===== src/sv/eust_pkg.sv =====
`default_nettype none

package eust_pkg;

   localparam int DAY_W  = 16;
   localparam int YEAR_W = 8;
   localparam int REM_W  = 10;
   localparam int LOW_W  = 7;
   localparam int SOD_W  = REM_W + LOW_W;
   localparam int TBL_DEPTH = 1 << YEAR_W;

   // The seconds count is split as seconds = low7 + 128 * x, and 86400 = 128 * 675.
   localparam int X_W = 32 - LOW_W;

   // Exact floor(x / 675) for 25-bit x through a rounded-up reciprocal.
   localparam int          DIV675_SHIFT = 35;
   localparam int          DIV675_W     = 26;
   localparam logic [DIV675_W-1:0] DIV675_MUL = 26'd50903317;
   localparam logic [REM_W-1:0]    DAY_UNITS  = 10'd675;

   // Exact floor(day / 365) for 16-bit day through a rounded-up reciprocal.
   localparam int          DIV365_SHIFT = 24;
   localparam logic [DAY_W-1:0] DIV365_MUL = 16'd45965;

   localparam logic [SOD_W-1:0] START_SOD = 17'd7200;
   localparam logic [SOD_W-1:0] END_SOD   = 17'd10800;

   localparam int MARCH_LAST_DOY   = 89;
   localparam int OCTOBER_LAST_DOY = 303;

   typedef logic [DAY_W-1:0] day_tbl_type [0:TBL_DEPTH-1];

   typedef enum logic [1:0] {
      TBL_YEAR_BASE = 2'd0,
      TBL_START     = 2'd1,
      TBL_END       = 2'd2
   } tbl_kind_type;

   // Stage result between the year search and the window check.
   typedef struct packed {
      logic [DAY_W-1:0]  day;
      logic [YEAR_W-1:0] year_idx;
      logic              ge_start_hour;
      logic              lt_end_hour;
   } cal_type;

   // Walks the years from 1970 and tracks the leap rule and the weekday with
   // wrapping counters, so no division is needed to build the tables.
   function automatic day_tbl_type build_table(input tbl_kind_type kind);
      day_tbl_type tbl;
      int d;
      int m4;
      int m100;
      int m400;
      int wd;
      int leap;
      int ws;
      int we;
      d    = 0;
      m4   = 2;
      m100 = 70;
      m400 = 370;
      wd   = 4;
      for (int n = 0; n < TBL_DEPTH; n++) begin
         leap = (m4 == 0 && (m100 != 0 || m400 == 0)) ? 1 : 0;
         // Weekday offset of the last day of March and of October, Sunday at zero.
         ws = wd + (MARCH_LAST_DOY % 7) + leap;
         if (ws >= 7) begin
            ws = ws - 7;
         end
         we = wd + (OCTOBER_LAST_DOY % 7) + leap;
         if (we >= 7) begin
            we = we - 7;
         end
         unique case (kind)
            TBL_YEAR_BASE: tbl[n] = 16'(d);
            TBL_START:     tbl[n] = 16'(d + MARCH_LAST_DOY + leap - ws);
            TBL_END:       tbl[n] = 16'(d + OCTOBER_LAST_DOY + leap - we);
            default:       tbl[n] = '0;
         endcase
         d  = d + 365 + leap;
         wd = wd + 1 + leap;
         if (wd >= 7) begin
            wd = wd - 7;
         end
         m4   = (m4 == 3) ? 0 : m4 + 1;
         m100 = (m100 == 99) ? 0 : m100 + 1;
         m400 = (m400 == 399) ? 0 : m400 + 1;
      end
      return tbl;
   endfunction

   localparam day_tbl_type YEAR_BASE_TBL = build_table(TBL_YEAR_BASE);
   localparam day_tbl_type START_DAY_TBL = build_table(TBL_START);
   localparam day_tbl_type END_DAY_TBL   = build_table(TBL_END);

endpackage

`default_nettype wire


===== src/sv/eust_year_locate.sv =====
`default_nettype none

module eust_year_locate (
   input  wire logic [eust_pkg::DAY_W-1:0]    day,
   input  wire logic [2*eust_pkg::DAY_W-1:0]  year_prod,
   input  wire logic [eust_pkg::X_W-1:0]      x,
   input  wire logic [eust_pkg::DIV675_W-1:0] day_units,
   input  wire logic [eust_pkg::LOW_W-1:0]    low_secs,
   output eust_pkg::cal_type                  cal
);
   import eust_pkg::*;

   logic [YEAR_W-1:0] year_guess;
   logic [DAY_W-1:0]  guess_base;
   logic [X_W-1:0]    rem_full;
   logic [SOD_W-1:0]  sod;

   // The reciprocal estimate day / 365 is never low and at most one year high.
   assign year_guess = year_prod[DIV365_SHIFT +: YEAR_W];
   assign guess_base = YEAR_BASE_TBL[year_guess];

   assign rem_full = x - day_units[X_W-1:0];
   assign sod      = {rem_full[REM_W-1:0], low_secs};

   always_comb begin
      cal.day           = day;
      cal.year_idx      = (guess_base > day) ? year_guess - 1'b1 : year_guess;
      cal.ge_start_hour = (sod >= START_SOD);
      cal.lt_end_hour   = (sod < END_SOD);
   end

endmodule

`default_nettype wire


===== src/sv/eust_window.sv =====
`default_nettype none

module eust_window (
   input  wire eust_pkg::cal_type cal,
   output logic                   summer
);
   import eust_pkg::*;

   logic [DAY_W-1:0] start_day;
   logic [DAY_W-1:0] end_day;
   logic             after_start;
   logic             before_end;

   assign start_day = START_DAY_TBL[cal.year_idx];
   assign end_day   = END_DAY_TBL[cal.year_idx];

   assign after_start = (cal.day > start_day) || (cal.day == start_day && cal.ge_start_hour);
   assign before_end  = (cal.day < end_day) || (cal.day == end_day && cal.lt_end_hour);
   assign summer      = after_start && before_end;

endmodule

`default_nettype wire


===== src/sv/eu_summer_time_detector.sv =====
// EU summer time detector.
// The req_ channel carries one timestamp per transaction, unsigned seconds
// since 1970-01-01 00:00. For each one the rsp_ channel returns one
// transaction: bit 0 is set when the timestamp lies between the last Sunday
// of March at 02:00 and the last Sunday of October at 03:00 of its year,
// and bits 2:1 give the zone offset, 2 hours in summer and 1 in winter.
// The datapath is a four-stage pipeline: reciprocal multiply for the day
// number, multiplies for the day remainder and the year estimate, year
// correction with the time of day, then the table lookup of both boundary
// days and the compare, which lands in the output register.
// Stages pass a timestamp on in order, and rsp_tvalid rises when its
// result is in the output register, which holds it until taken. With
// rsp_tready high, one timestamp is accepted every cycle. Each stage holds
// its item only while the stage after it is full and not moving, so a stall
// on rsp_tready fills the empty stages first and then deasserts req_tready;
// nothing is dropped or repeated. A synchronous reset empties all stages.
`default_nettype none

module eu_summer_time_detector (
   input  wire logic        clock,
   input  wire logic        reset,
   input  wire logic        req_tvalid,
   output logic             req_tready,
   input  wire logic [31:0] req_tdata,   // [31:0] epoch_seconds
   output logic             rsp_tvalid,
   input  wire logic        rsp_tready,
   output logic [7:0]       rsp_tdata    // [0] summer_active, [2:1] zone_offset_hours
);
   import eust_pkg::*;

   localparam int P1_W = X_W + DIV675_W;

   // Stage 1: day reciprocal product.
   logic              v1_ff, v1_in;
   logic [P1_W-1:0]   p1_ff;
   logic [X_W-1:0]    x1_ff;
   logic [LOW_W-1:0]  low1_ff;
   // Stage 2: day number products.
   logic                  v2_ff, v2_in;
   logic [DAY_W-1:0]      day2_ff;
   logic [DIV675_W-1:0]   units2_ff;
   logic [2*DAY_W-1:0]    yprod2_ff;
   logic [X_W-1:0]        x2_ff;
   logic [LOW_W-1:0]      low2_ff;
   // Stage 3: year and time of day.
   logic    v3_ff, v3_in;
   cal_type cal3_ff;
   cal_type cal3_in;
   // Stage 4: result register.
   logic v4_ff, v4_in;
   logic summer4_ff;
   logic summer4_in;

   logic rdy1, rdy2, rdy3, rdy4;
   logic [DAY_W-1:0] day1;

   assign rdy4 = !v4_ff || rsp_tready;
   assign rdy3 = !v3_ff || rdy4;
   assign rdy2 = !v2_ff || rdy3;
   assign rdy1 = !v1_ff || rdy2;
   assign req_tready = rdy1;

   assign v1_in = rdy1 ? req_tvalid : v1_ff;
   assign v2_in = rdy2 ? v1_ff : v2_ff;
   assign v3_in = rdy3 ? v2_ff : v3_ff;
   assign v4_in = rdy4 ? v3_ff : v4_ff;

   assign day1 = p1_ff[DIV675_SHIFT +: DAY_W];

   eust_year_locate u_year_locate (
      .day       (day2_ff),
      .year_prod (yprod2_ff),
      .x         (x2_ff),
      .day_units (units2_ff),
      .low_secs  (low2_ff),
      .cal       (cal3_in)
   );

   eust_window u_window (
      .cal    (cal3_ff),
      .summer (summer4_in)
   );

   always_ff @(posedge clock) begin
      if (reset) begin
         v1_ff <= 1'b0;
         v2_ff <= 1'b0;
         v3_ff <= 1'b0;
         v4_ff <= 1'b0;
      end else begin
         v1_ff <= v1_in;
         v2_ff <= v2_in;
         v3_ff <= v3_in;
         v4_ff <= v4_in;
      end
   end

   always_ff @(posedge clock) begin
      if (rdy1 && req_tvalid) begin
         p1_ff   <= P1_W'(req_tdata[31:LOW_W]) * P1_W'(DIV675_MUL);
         x1_ff   <= req_tdata[31:LOW_W];
         low1_ff <= req_tdata[LOW_W-1:0];
      end
      if (rdy2 && v1_ff) begin
         day2_ff   <= day1;
         units2_ff <= DIV675_W'(day1) * DIV675_W'(DAY_UNITS);
         yprod2_ff <= (2*DAY_W)'(day1) * (2*DAY_W)'(DIV365_MUL);
         x2_ff     <= x1_ff;
         low2_ff   <= low1_ff;
      end
      if (rdy3 && v2_ff) begin
         cal3_ff <= cal3_in;
      end
      if (rdy4 && v3_ff) begin
         summer4_ff <= summer4_in;
      end
   end

   assign rsp_tvalid = v4_ff;
   assign rsp_tdata  = {5'b0, summer4_ff ? 2'd2 : 2'd1, summer4_ff};

endmodule

`default_nettype wire

===== config.mk =====
export PLATFORM = sky130hd
export DESIGN_NAME = eu_summer_time_detector
export DESIGN_NICKNAME = d
export VERILOG_FILES = /design/src/sv/eust_pkg.sv /design/src/sv/eust_year_locate.sv /design/src/sv/eust_window.sv /design/src/sv/eu_summer_time_detector.sv
export SDC_FILE = /design/constraint.sdc
export NUM_CORES = 2
export LEC_CHECK = 0
export ABC_CLOCK_PERIOD_IN_PS = 8600
export BUFFER_PORTS_ARGS = -buffer_cell sky130_fd_sc_hd__buf_2
export CORE_MARGIN = 1
export CORE_UTILIZATION = 48
export CTS_BUF_LIST = sky130_fd_sc_hd__clkbuf_16
export DETAILED_ROUTE_END_ITERATION = 16
export PLACE_DENSITY = 0.6
export SYNTH_ARGS = -nofsm -noshare
export SYNTH_HDL_FRONTEND = slang
export SYNTH_HIERARCHICAL = 1
export SYNTH_SLANG_ARGS = --single-unit

===== constraint.sdc =====
create_clock -name clock -period 8.6 [get_ports clock]
set_input_delay 0.43 -clock clock [delete_from_list [all_inputs] [get_ports clock]]
set_output_delay 0.43 -clock clock [all_outputs]
set_load 0.02 [all_outputs]

* Yosys cells after proc, flatten, opt, wreduce, memory -nomap -nowiden
Memories as Yosys holds them, arrays and structs flattened. Cells that the tools add are included.
Word-level totals: flip-flop bits (word level) 174, memories kept 3, ROM bits 12288
Cells by class: reductions and logical operators 17, muxes and demuxes 8, multiply operators 3, bitwise gates (word level) 2, add/subtract/negate cells 2, $lt $le $gt $ge 7, eq/ne operators 2
Memory list:
- (no name shown) | words 256, width 16, read ports 1, clocked after memory_dff 0, write ports 0, RTL line eust_year_locate.sv:20 | assign guess_base = YEAR_BASE_TBL[year_guess];
- (no name shown) | words 256, width 16, read ports 1, clocked after memory_dff 0, write ports 0, RTL line eust_window.sv:15 | assign end_day = END_DAY_TBL[cal.year_idx];
- (no name shown) | words 256, width 16, read ports 1, clocked after memory_dff 0, write ports 0, RTL line eust_window.sv:14 | assign start_day = START_DAY_TBL[cal.year_idx];
Operators by type and width (count):
- 16-bit two-way mux | 6
- 25-bit by 26-bit multiplier with 51-bit output, second input constant | 1
- 16-bit == test | 2
- 16-bit > comparator | 2
- 16-bit by 16-bit multiplier with 32-bit output, second input constant | 1
- 9-bit >= comparator, second input constant | 2
- 8-bit NOT with 9-bit output | 2
- 17-bit by 13-bit >= comparator with 1-bit output, second input constant | 1
- 17-bit by 14-bit less-than comparator with 1-bit output, second input constant | 1
- 16-bit less-than comparator | 1
- 16-bit by 10-bit multiplier with 10-bit output, second input constant | 1
- 10-bit subtractor | 1
- 8-bit two-way mux | 1
- 8-bit by 1-bit subtractor with 8-bit output, second input constant | 1
- 1-bit logical AND | 7
- 1-bit logical OR | 6
- 1-bit logical NOT | 4
- 2-bit two-way mux | 1

* Depth between registers and ports, before layout
depth after elaboration 8, mapped depth 24, mapped depth without buffers 24

* Cells and area by module
Netlist, hierarchy kept.
By module, submodules not included:
- eu_summer_time_detector | area an instance 22731.8 um2, cells an instance 2019, times used 1
- eust_window | area an instance 7870.0 um2, cells an instance 1265, times used 1
- eust_year_locate | area an instance 5088.6 um2, cells an instance 799, times used 1

* Least setup slack after synthesis
Ideal clock, no wire load.
kind input port to flip-flop, start point input req_tdata[26], end point register p1_ff[50] (data pin), setup slack 2.453 ns, data required time 8.337 ns, arrival 5.884 ns, path buffers 0, stages 20, cells stage by stage fa_1 ha_1 inv_1 fa_1 fa_1 inv_1 fa_1 inv_1 fa_1 inv_1 fa_1 ha_1 a211oi_2 nor2_1 o41a_1 a2111o_1 a221oi_2 o31ai_2 o41ai_2 xnor2_1
On the way: cells in the longest elaborated chain, start to end 1
RTL lines:
- start: declaration | RTL line eu_summer_time_detector.sv:24 | input wire logic [31:0] req_tdata,
- 25-bit by 26-bit multiplier with 51-bit output | RTL line eu_summer_time_detector.sv:100 | p1_ff <= P1_W'(req_tdata[31:LOW_W]) * P1_W'(DIV675_MUL);
- end signal: assignment | RTL line eu_summer_time_detector.sv:100
- end: declaration | RTL line eu_summer_time_detector.sv:35 | logic [P1_W-1:0] p1_ff;
No other way between the ends. A chain may end at the register's enable or synchronous reset.

* Worst setup path after layout
start point input req_tdata[12], end point register p1_ff[50] (data pin)
The elaborated chain is that of the path after synthesis.

==> out/qor.yml <==
grt_pass1_wl_um: 157000
clock_path_buffers: 2
crit_arrival_ns: 6.69
cts.htree.levels: 3
initial_core_util_pct: 48.6
antenna_found_initial: 1
max_freq_mhz: 153
cpPeakStageDelay_ns: 0.54
drt-total-wl_um: 101000
synthCells: 3739
core.rowCount: 93
clk_pin_slew_ns: 0.08
slew-limit-headroom_pct: 24.9
gp_congestion: 1.01
maxCapViolations: 0
netlist_area_um2: 31200
nNetsFinal: 4428
multi_input_area_um2: 24700
overflow: 0
ctsHoldBuffers: 0
portBuffers: 36
wl_per_cell_um: 22.7
drt_iter0_markers: 3484
worst_setup_path_end_kind: "register"
drtAntennaViolNets: 0
design.core.area_um2: 64300
regArea_um2: 3140
regToRegSetupSlack_ns: 2.57
skew_ns: 0.0149
drive_above_1_share_pct: 5.22
num-fill-cells: 6264
worst_slew_pin_slew_ns: 1.12
min_path_type: "in2reg"
grt_pass1_vias: 27200
met1Wirelength_um: 42800
crit_top_cell: "inv_1"
met3_length_um: 8580
rsz0062_at_grt: "no"
critPathSlowestCell: "fa_1"
worstRegToRegCells: 17
drt-pass1-iter-count: 6
hold_viol_final: 0
grt_max_degree: 179
cts_tree: "built"
routed-via-count: 28100
cts_num_sinks: 106
syn2layout_area_growth_pct: 1.99
min_period_ns: 6.55
dieArea_um2: 66100
status: "completed"
syn_area_per_cell_um2: 8.36
insertion_delay_ns: 0.38
via_per_inst: 6.32
cts.repair.resized: 0
io_pins: 46
cp-start-kind: "primary input"
tns_ns: 0
highest_layer: "met4"
cts_inserted_buffers: 9
setup_viol: 0
yosysWarnings: 6
dr_wl_met2_um: 45000
track_usage_pct: 30.1
critPathMaxFanout: 12
fin_crit_sh_pct: 76.2
crit_required_ns: 8.74
min_path_cells: 1
dpl.hpwl_um: 75400
cp_cell_sequence: "buf_2 > inv_1 > ha_1 > inv_1 > fa_1 > ha_1 > inv_1 > fa_1 > inv_1 > fa_1 > fa_1 > inv_1 > fa_1 > inv_1 > ha_1 > and4_1 > and3_1 > a211oi_1 > nand4_1 > a221oi_2 > o31ai_2 > o41ai_2 > xnor2_1"
postCtsSetupBuffers: 0
die_h_um: 257
path_class: "in2reg"
final_max_slew_viol_count: 0
cts-root-buf: "clkbuf_16"
die_x_um: 257
drc_errors: 0
## cell usage in the layout, fill, tap and decap left out, types with 18 or more instances in the layout
cell type and count:
inv_1 558, ha_1 536, fa_1 280, a21oi_1 264, nor2_1 215, o21ai_0 203, nand2_1 185, edfxtp_1 102
nor3_1 100, nand3_1 78, a211oi_1 67, a31oi_1 57, nand2b_1 53, a21o_1 52, nor2b_1 52, o211ai_1 47
buf_4 41, buf_2 36, xnor2_1 33, a311oi_1 30, nand4_1 29, o31ai_1 24, o22ai_1 23, o221ai_1 22
and2_1 19, a221oi_1 19, o311ai_0 19, o21a_1 18, or2_2 18
## stage by stage
step	std cells	cell area [um2]	util, %	setup WS, ns	hold slack (ns)
after global routing	4436	31900	49.5	1.71	0.203
after detailed placement	4420	31600	49.0	1.57	0.409
final	4437	31900	49.5	2.05	0.222
after global placement	4420	31600	49.0	1.61	0.402
after floorplan	3743	31300	-	2.45	0.400
after CTS	4436	31900	49.5	1.99	0.204
## state kept, by name, indices dropped and copies added (netlist names), 3 cells and up
name / cells
low2_ff: 3
x1_ff: 8
x2_ff: 10
yprod2_ff: 8
units2_ff: 9
p1_ff: 18
low1_ff: 3
cal3_ff: 26
day2_ff: 16
## layout make-up
type | count | area share [%]
well taps | 855 | 3.36
flip-flops and latches | 106 | 9.86
clock inverters | 7 | 0.263
multi-input cells | 2815 | 77.4
diodes | 1 | 0.00785
clock buffers | 9 | 0.707
inverters | 564 | 6.65
repair buffers | 80 | 1.72
## layer usage
| layer | up-vias | GRT usage [%] |
|---|---|---|
| li1 | 12900 | - |
| met1 | 13400 | 41.4 |
| met2 | 1460 | 47.4 |
| met3 | 286 | 4.56 |
| met4 | 0 | 12.1 |
| met5 | - | 0 |
## critical path, delay by kind of cell
family / cells / cell delay (ns)
buffers and inverters: 7 / 0.81
and+or+nand+nor: 3 / 0.78
xor gates and xnor gates: 1 / 0.09
AOI/OAI and AO/OA: 4 / 1.12
adders and majority gates: 8 / 3.44
## final timing paths
check | startpoint | end
worst max-delay path | req_tdata[12] | p1_ff[50]$_DFFE_PP_
worst min-delay path | req_tdata[4] | low1_ff[4]$_DFFE_PP_
worst max register to register | p1_ff[43]$_DFFE_PP_ | yprod2_ff[31]$_DFFE_PP_
worst min register to register | x1_ff[8]$_DFFE_PP_ | x2_ff[8]$_DFFE_PP_
Power is left out: the tool's default activity adds up to more than one toggle a clock period on the data nets, which glitch-free logic cannot reach.
